File: config.mk
export PLATFORM = sky130hd
export DESIGN_NAME = sbmf_queue
export DESIGN_NICKNAME = d
export VERILOG_FILES = /design/src/rtl/sbmf_pkg.sv /design/src/rtl/sbmf_queue.sv
export VERILOG_INCLUDE_DIRS = /design/src /design/src/rtl
export SDC_FILE = /design/constraint.sdc
export NUM_CORES = 1
export LEC_CHECK = 0
export ABC_AREA = 0
export BUFFER_PORTS_ARGS = -buffer_cell sky130_fd_sc_hd__buf_2
export CAP_MARGIN = 20
export CORE_ASPECT_RATIO = 2
export CORE_MARGIN = 2
export CORE_UTILIZATION = 40
export CTS_CLUSTER_SIZE = 28
export DETAILED_ROUTE_END_ITERATION = 10
export GPL_ROUTABILITY_DRIVEN = 0
export SYNTH_ARGS = -nofsm -noshare
export SYNTH_HDL_FRONTEND = slang
export SYNTH_SLANG_ARGS = --single-unit
File: constraint.sdc
create_clock -name clk_i -period 4.27 [get_ports clk_i]
set_input_delay 0.2135 -clock clk_i [delete_from_list [all_inputs] [get_ports clk_i]]
set_output_delay 0.2135 -clock clk_i [all_outputs]
set_load 0.01 [all_outputs]
File: src/rtl/spectral_bin_mask_filter_unit_defines.svh
// ----------------------------------------------------------------------------
// Spectral bin mask filter: assertion macros
// Clocked on clk_i and disabled while rst_ni is low.
// ----------------------------------------------------------------------------
`ifndef SPECTRAL_BIN_MASK_FILTER_UNIT_DEFINES_SVH
`define SPECTRAL_BIN_MASK_FILTER_UNIT_DEFINES_SVH

// property must hold at every clock edge out of reset
`define SBMF_ASSERT(label, prop, msg) \
  label: assert property (@(posedge clk_i) disable iff (!rst_ni) (prop)) else $error(msg);

// condition must never be seen at a clock edge
`define SBMF_NEVER(label, cond, msg) \
  `SBMF_ASSERT(label, !(cond), msg)

`endif

File: src/rtl/sbmf_pkg.sv
`timescale 1ns / 1ps
// ----------------------------------------------------------------------------
// sbmf_pkg
// Shared widths, codes, queue item type and ramp clamp for the bin mask filter.
// ----------------------------------------------------------------------------
package sbmf_pkg;

  localparam int MAX_BINS   = 4096;
  localparam int BIN_W      = $clog2(MAX_BINS);
  localparam int SAMPLE_W   = 32;
  localparam int STEP_W     = 17;
  localparam int GAIN_W     = 18;             // up to three full segments
  localparam int RPROD_W    = BIN_W + STEP_W;
  localparam int MAG_W      = 64;
  localparam int MODE_W     = 3;
  localparam int CFG_IDX_W  = 3;
  localparam int CFG_DATA_W = 64;
  localparam int PROD_W     = SAMPLE_W + GAIN_W + 1;
  localparam int FRAC_W     = 16;

  localparam int QDEPTH = 4;
  localparam int QPTR_W = $clog2(QDEPTH);
  localparam int QCNT_W = $clog2(QDEPTH + 1);

  localparam logic [GAIN_W-1:0] ONE_Q16  = GAIN_W'(65536);
  localparam logic [BIN_W-1:0]  BIN_LAST = BIN_W'(MAX_BINS - 1);

  typedef enum logic [MODE_W-1:0] {
    MODE_CLIP     = 3'd0,
    MODE_THRESH   = 3'd1,
    MODE_HIGHPASS = 3'd2,
    MODE_LOWPASS  = 3'd3,
    MODE_NOTCH    = 3'd4,
    MODE_BANDPASS = 3'd5
  } mode_e;

  typedef enum logic [CFG_IDX_W-1:0] {
    REG_MODE     = 3'd0,
    REG_EDGE_A   = 3'd1,
    REG_EDGE_B   = 3'd2,
    REG_EDGE_C   = 3'd3,
    REG_EDGE_D   = 3'd4,
    REG_STEP_LO  = 3'd5,
    REG_STEP_UP  = 3'd6,
    REG_THRESH   = 3'd7
  } cfg_idx_e;

  typedef struct packed {
    logic [GAIN_W-1:0]          gain;
    logic signed [SAMPLE_W-1:0] re;
    logic signed [SAMPLE_W-1:0] im;
    logic                       last;
  } item_t;

  function automatic logic [GAIN_W-1:0] ramp_clamp(input logic [RPROD_W-1:0] p);
    ramp_clamp = (p > RPROD_W'(ONE_Q16)) ? ONE_Q16 : p[GAIN_W-1:0];
  endfunction

endpackage

File: src/rtl/sbmf_queue.sv
`timescale 1ns / 1ps
// ----------------------------------------------------------------------------
// sbmf_queue
// Short queue of classified items between the gain front end and the scaler.
// ----------------------------------------------------------------------------
`include "spectral_bin_mask_filter_unit_defines.svh"

module sbmf_queue import sbmf_pkg::*; (
  input  logic  clk_i,
  input  logic  rst_ni,
  input  logic  wr_i,
  input  item_t item_i,
  input  logic  rd_i,
  output item_t item_o,
  output logic  empty_o
);

  item_t             mem_q [QDEPTH];
  logic [QPTR_W-1:0] wr_ptr_q, rd_ptr_q;
  logic [QCNT_W-1:0] cnt_q;

  always_ff @(posedge clk_i) begin
    if (wr_i) begin
      mem_q[wr_ptr_q] <= item_i;
    end
  end

  always_ff @(posedge clk_i or negedge rst_ni) begin
    if (!rst_ni) begin
      wr_ptr_q <= '0;
      rd_ptr_q <= '0;
      cnt_q    <= '0;
    end else begin
      if (wr_i) wr_ptr_q <= wr_ptr_q + QPTR_W'(1);
      if (rd_i) rd_ptr_q <= rd_ptr_q + QPTR_W'(1);
      cnt_q <= cnt_q + QCNT_W'(wr_i) - QCNT_W'(rd_i);
    end
  end

  assign item_o  = mem_q[rd_ptr_q];
  assign empty_o = (cnt_q == '0);

  `SBMF_NEVER(a_q_no_overflow, wr_i && !rd_i && cnt_q == QCNT_W'(QDEPTH), "queue overflow")
  `SBMF_NEVER(a_q_no_underflow, rd_i && cnt_q == '0, "queue read while empty")

endmodule

# Word-level counts from Yosys, hierarchy flattened
# Memory sizes are Yosys's and may differ from the RTL's.
# Index checks and enable logic that the tools add are counted.
# classes
n_addsub	4
muxes	2
n_reduce_logical	1
# ops
op	count
$add 2x1->2 const B	2
$add 3x1->3	1
$logic_not 3->1	1
$sub 3x1->3	1
$mux 1	2
# totals
register_bits	7
mem_bits_rw	332
inputBits	87
out_inout_bits	84
wordCells	11
mem_count	1
# mem_list
memory	depth	word_bits	rd	rd_clocked_by_memory_dff	write_ports	line	source
mem_q	4	83	1	0	1	sbmf_queue.sv:18	item_t mem_q [QDEPTH];

# Longest topological paths before layout
# Gate-level depths: netlist (run 1).
# depth
depth_word	2
ltp_mapped	7
mapped_depth_nobuf	7

# Worst setup path before layout (run 1)
# No wires, ideal clock.
# synth_path
kind	reg-to-reg
startpoint	register wr_ptr_q[0]
endpoint	memory mem_q[0][0] in the netlist's numbering, enable pin
setup_ns	0.450
arrival_ns	2.551
t_required_ns	3.820
path_slack_ns	1.268
stages_incl_launch_ff	4
path_buffers	0
synth_period_minus_slack_ns	3.002
cell_sequence	dfrtp_1 -> inv_1 -> ha_1 -> and2_1
# synth_lines
item	line	source
start, declared	sbmf_queue.sv:19	logic [QPTR_W-1:0] wr_ptr_q, rd_ptr_q;
start signal, assigned	sbmf_queue.sv:34	if (wr_i) wr_ptr_q <= wr_ptr_q + QPTR_W'(1);
end, declared	sbmf_queue.sv:18	
# No word-level cell before the write port.

==> results.md, run 1 <==
* Clk buf depth at 3
* RSZ-0062 raised after global routing: no
* Endpoints failing hold at 0
* Seq/Total Area, Yosys at 0.817
* DR WL/cell at 21.1 um
* ANT nets after route at 0
* Total power draw at 0.0102 W
* Die area at between 30000 and 40000 sq um
* Hold crit path type: input pin to register
* Nets at 838
* N_diodes at 0
* Reg2reg end: mem_q[1][81]
* Cells after Synth at 467
* Commonest non-fill, non-tap cell in the layout: edfxtp_1
* Yosys reg bits at 339
* Placed insts at ~1000
* Setup_tns at 0 ns
* Peak VDD IR at between 700 and 800 uV
* CTS buffer count at 28
* Final instance area at 15500 sq um
* Max_slew headroom at 0.319
* Syn_nets at approximately 560
* Status: finished, final reports clean
* Die Y at ~250 um
* Filler cells at 2491
* CP Cell Sequence: buf_12 > mux4_2 > buf_2
* Slew at the pin with the worst max-slew slack at about 1.0 ns
* Slowest cell on crit path: dfrtp_4
* Final setup viols at 0
* CTS tree: built
* Area Overhead vs Synth at 25.2%
* P_leak at 5.34 nW
* HP Start: item_i[5]
* Drt first-iter violations at 380
* Clk_lat worst skew at 0.55 ns
* Post-CTS setup buffers at 0
* Max-Cap Viols at 0
* First-pass iteration count of the detailed router at 4
* Worst clock skew at 0.0114 ns
* Total track usage at 0.150
* GR Overflow Total at 0
* Unique masters post-synth at 17
* CORE AREA at roughly 31000 sq um
* R2R Setup Slk at between 1.5 and 2 ns
* Hold EP: mem_q[2][5]
* Largest net degree at the start of global routing at ~70
* First-pass GRT wire length at 36.8 mm
* DRC viols at 0
* Die width at about 130 um
* Reg2reg path depth at 4
* Hold path depth at 2
* Post-DP Area at between 10000 and 15000 sq um
* Final std cells w/o fill at 1138
* # port buffers at 170
* Final core occ at 0.506
* Syn Area/Cell at 26.6 sq um
* Reg-to-Reg Start: wr_ptr_q[1]
* CP max FO at between 40 and 50
* Initial antenna violation count at 1
* Synth warnings at 0
* Setup crit start kind: register
* Routed WL at between 20 and 25 mm
* Final slew viol count at 0
* CP peak stage delay at roughly 0.94 ns
* Share of layout cells above drive strength 1 at 0.413
* Avg Vias per Cell at ~5.1
* Starting Density at 0.404
* FP Rows at 91
* Highest clock rate at 0.340 GHz
* Post-Syn Area at around 12000 sq um
* Final Cycle Share at 0.688
* CTS clk-pin slew, worst paths at roughly 0.07 ns
* Commonest non-fill, non-tap cells in the layout: 332 x edfxtp_1, 170 x buf_2, 88 x dlygate4sd3_1, 83 x mux4_2, 29 x clkbuf_16
* CP arrival at about 2.7 ns
* WP data required at 4.06 ns
* CP Capture Type: output pin
* Hpwl dp at between 10 and 15 mm
* Routed vias at 5758
* Root Buffer: clkbuf_16
* H-Tree Depth at 1
* Clock sink count at between 300 and 400
* Cell area power density at roughly 660 nW/um^2
* IO Pins at between 150 and 200
* Crit Path Category: register to output pin
* Fin crit period at just under 3 ns
* Vias in the first global route at 6530
[sequential cells by signal (all words and copies together) (netlist names)]
signal	cells
cnt_q	3
mem_q	332
rd_ptr_q	2
wr_ptr_q	2
[kinds of logic (layout without fill, tap and decap cells)]
group           count (synthesis)  count (layout)  share of synthesized area
mux                            83              83                      0.151
xor+xnor                        5               5                    0.00353
simple gates                    7               7                    0.00302
fa+ha+maj                       7               7                    0.00766
flops                         339             339                      0.817
buf+inv                        25             324                     0.0176
compound gates                  1               1                   0.000403
[layer usage]
| layer | up-vias | track usage | routed length [um] |
|---|---|---|---|
| met5 | - | 0 | 16 |
| met4 | 2 | 0.0491 | 579 |
| met3 | 39 | 0.0228 | 907 |
| met2 | 127 | 0.286 | 13700 |
| met1 | 3033 | 0.167 | 8810 |
| li1 | 2557 | - | - |
[worst max-delay path: cells and delay by family (launching register included)]
family | cells | cell delay [ns]
flops | 1 | 0.94
mux | 1 | 0.59
buf+inv | 2 | 0.61
[how the worst max path moves through the flow]
stage	from	endpoint	slack (ns)	cells past startpoint
finish	rd_ptr_q[0]	item_o[71]	1.33	3
global route	rd_ptr_q[0]	item_o[64]	1.09	3
global placement	rd_ptr_q[0]	item_o[71]	1.83	3
CTS	rd_ptr_q[0]	item_o[71]	1.18	3
floorplan	wr_ptr_q[0]	mem_q[0][0]	1.27	3
detailed placement	rd_ptr_q[0]	item_o[71]	1.79	3
[layout make-up]
| class | instances | area [sq um] | area share |
|---|---|---|---|
| Clock buffer | 31 | 733 | 0.0472 |
| Clock inverter | 21 | 288 | 0.0185 |
| Sequential cell | 339 | 10200 | 0.653 |
| Inverter | 6 | 22.5 | 0.00145 |
| Timing Repair Buffer | 266 | 1820 | 0.117 |
| Multi-Input combinational cell | 103 | 2060 | 0.133 |
| Tap cell | 372 | 465 | 0.0299 |
[cells in the mapped netlist]
cell type  count  area (sq um)
buf_2          7          35.0
buf_6          1          11.3
ha_1           6          75.1
xor2_1         2          17.5
mux4_2        83          1870
buf_12         6           120
clkbuf_1       2          7.51
fa_1           1          20.0
and2_1         4          25.0
xnor2_1        3          26.3
dfrtp_1        7           175
o21ai_0        1          5.00
nor3_1         1          5.00
inv_1          6          22.5
edfxtp_1     332          9970
buf_4          3          22.5
nand2_1        2          7.51
[where the power goes]
part	internal, W	switching (W)
Clock	0.00162	0.00117
Combinational	0.00135	0.00136
Sequential	0.00435	0.000376
[per-stage QoR]
stage	worst slack (ns)	hold WS, ns
2_1_floorplan	1.27	-0.0821
3_3_place_gp	1.83	0.0494
3_5_place_dp	1.79	0.0615
4_1_cts	1.18	0.386
5_1_grt	1.09	0.409
6_report	1.33	0.415
[repair_timing]
action                    in CTS  in global routing
hold endpoints to repair     344                  0
hold buffers                  88                  0
gates resized for setup        0                  0
Note: power is estimated with default switching activity, not from simulation.
==> run 2: changes to the inputs <==
==> constraint.sdc (replaced) <==
create_clock -name clk_i -period 2.7 [get_ports clk_i]
set_input_delay 0.135 -clock clk_i [delete_from_list [all_inputs] [get_ports clk_i]]
set_output_delay 0.135 -clock clk_i [all_outputs]
set_load 0.01 [all_outputs]
==> run 2 against run 1 <==
Net effect:
- critical path depth unchanged
- register-to-register slack got worse by 1.1 ns
- global-route usage increased by 0.61 points
- setup slack got worse by 1.0 ns
- total power increased by 56%
- clock power increased by 43%
- non-clock buffer count increased by 8
==> results.md, run 2 (synthesized netlist as in run 1, its figures left out) <==
* DR WL/cell at 21.7 um (+2.9%)
* H-Tree Depth at 1 (unchanged)
* Max FFs per register at 332 (unchanged)
* Commonest non-fill, non-tap cells in the layout: 332 x edfxtp_1, 170 x buf_2, 87 x dlygate4sd3_1, 83 x mux4_2, 29 x clkbuf_16
* Routed vias at 5839 (+1.4%)
* Met1 Routed Length at 9.07 mm (+3.0%)
* Cell area power density at 1020 nW/um^2 (+56%)
* Final slew viol count at 0 (unchanged)
* Vias in the first global route at 6601 (+1.1%)
* Endpoints failing hold at 0 (unchanged)
* Metal2 WL at 14.2 mm (+3.2%)
* Cts repair resizes at 0 (unchanged)
* Drt first-iter violations at 349 (-8.2%)
* Status: finished, final reports clean
* DR WL met3 at 939 um (+3.5%)
* Comb power frac at 0.298 (+0.033)
* Top flop regs: mem_q: 332 flops, cnt_q: 3 flops
* Highest clock rate at 0.420 GHz
* GR Overflow Total at 0 (unchanged)
* CTS clk-pin slew, worst paths at 0.07 ns (about the same)
* # port buffers at 170 (unchanged)
* Die width at 129 um (unchanged)
* Clock sink count at 339 (unchanged)
* Top reg by flops: mem_q
* Final Cycle Share at 0.882
* Initial antenna violation count at 3 (+2)
* CTS buffer count at 28 (unchanged)
* Top Layer Used: met4
* Slew at the pin with the worst max-slew slack at 0.583 ns (-0.439 ns)
* CP Cell Sequence: buf_4 > mux4_2 > buf_2
* Post-DP Area at 13800 sq um (+1.3%)
* Clock power frac at 0.249 (-0.023)
* Commonest non-fill, non-tap cell in the layout: edfxtp_1
* Max-Cap Viols at 0 (unchanged)
* Final setup viols at 0 (unchanged)
* IO Pins at 171 (unchanged)
* Worst clock skew at 0.0104 ns (-0.000976 ns)
* FP Rows at 91 (unchanged)
* Peak VDD IR at 570 uV (-20%)
* Final std cells w/o fill at 1147 (+0.79%)
* Share of layout cells above drive strength 1 at 0.404 (-0.00839)
* Area Overhead vs Synth at 25.3% (about the same)
* First-pass iteration count of the detailed router at 4 (unchanged)
* Total power draw at 0.0159 W (+56%)
* Nets at 846 (+0.95%)
* Sw Share at 0.285 (+0.00125)
* Total track usage at 0.156 (+0.00612)
* Hpwl dp at 15.9 mm (+11%)
* DRC viols at 0 (unchanged)
* Placed insts at 1007 (+1.0%)
* Routed WL at 24.9 mm (+3.7%)
* First-pass GRT wire length at 38.0 mm (+3.2%)
* Clk buf depth at 3 (unchanged)
* CP peak stage delay at 0.72 ns (-0.22 ns)
* Setup_tns at 0 ns (unchanged)
* CP Capture Type: output pin
* P_leak at 5.37 nW (+0.62%)
* Starting Density at 0.404 (unchanged)
* Root Buffer: clkbuf_16
* Cell-internal power at 0.0114 W (+56%)
* Fin crit period at between 2 and 2.5 ns
* Crit Path Category: register to output pin
* Setup crit start kind: register
* ANT nets after route at 0 (unchanged)
* Avg Vias per Cell at 5.09 (+0.61%)
* Clk_lat worst skew at 0.54 ns (about the same)
* Largest net degree at the start of global routing at 37 (-48%)
* RSZ-0062 raised after global routing: no
* CP max FO at 28 (-42%)
* Final instance area at 15600 sq um (about the same)
* R2R Setup Slk at 0.88 ns (-1.10 ns)
* Total net switching power at 0.00455 W (+56%)
* Die area at 32500 sq um (unchanged)
* Max_slew headroom at 0.611 (+0.292)
* CTS tree: built
* Die Y at 253 um (unchanged)
* Slowest cell on crit path: dfrtp_4
* Hold crit path type: input pin to register
* CORE AREA at 30700 sq um (unchanged)
* CP arrival at 2.25 ns (-0.47 ns)
* WP data required at 2.57 ns (-1.49 ns)
* Seq pwr share at 0.453 (-0.010)
## run 2: worst max-delay path: cells and delay by family, from the launching register on
| kind | cells | cell delay [ns] |
|---|---|---|
| muxes | 1 | 0.39 |
| buffers and inverters | 2 | 0.57 |
| DFF | 1 | 0.72 |
## run 2: stage by stage
step / util / hold slack (ns) / setup WS [ns]
global placement: 0.449 / -0.0211 / 0.896
finish: 0.506 / 0.339 / 0.319
floorplan: - / -0.161 / 0.610
detailed placement: 0.449 / -0.0124 / 0.844
global route: 0.506 / 0.332 / 0.224
CTS: 0.506 / 0.310 / 0.261
## run 2: timing repair
item | in CTS | in global routing
setup buffers | 0 | 0
hold buffers | 87 | 0
endpoints found under the hold margin | 344 | 0
## run 2: worst paths after layout
path | start | end | cells after the start
hold reg to reg | wr_ptr_q[0] | wr_ptr_q[0] | 1
max in group asynchronous | rst_ni | rd_ptr_q[1] | 3
setup / recovery | rd_ptr_q[1] | item_o[13] | 3
setup reg to reg | wr_ptr_q[0] | mem_q[2][47] | 4
hold / removal | item_i[81] | mem_q[1][81] | 2
min in group asynchronous | rst_ni | cnt_q[2] | 3
## run 2: area by class of cell
cell class	instances	area, sq um
Antenna cell	3	7.51
Clock buffer	33	741
Clock inverter	17	148
Fill cell	2459	15200
Inverter	6	22.5
Multi-Input combinational cell	103	2060
Sequential cell	339	10200
Tap cell	372	465
Timing Repair Buffer	274	1960
## run 2: power groups by stage
| stage | combinational, W | sequential, W | clock (W) |
|---|---|---|---|
| floorplan | 0.00319 | 0.00715 | 0 |
| global placement | 0.00470 | 0.00727 | 0 |
| detailed placement | 0.00477 | 0.00735 | 0 |
| CTS | 0.00489 | 0.00724 | 0.00407 |
| global route | 0.00511 | 0.00730 | 0.00424 |
| finish | 0.00474 | 0.00722 | 0.00397 |
## run 2: metal layers
layer / up-vias / global-route usage
li1: 2581 / -
met4: 0 / 0.0630
met1: 3054 / 0.173
met3: 49 / 0.0218
met5: - / 0
met2: 155 / 0.295
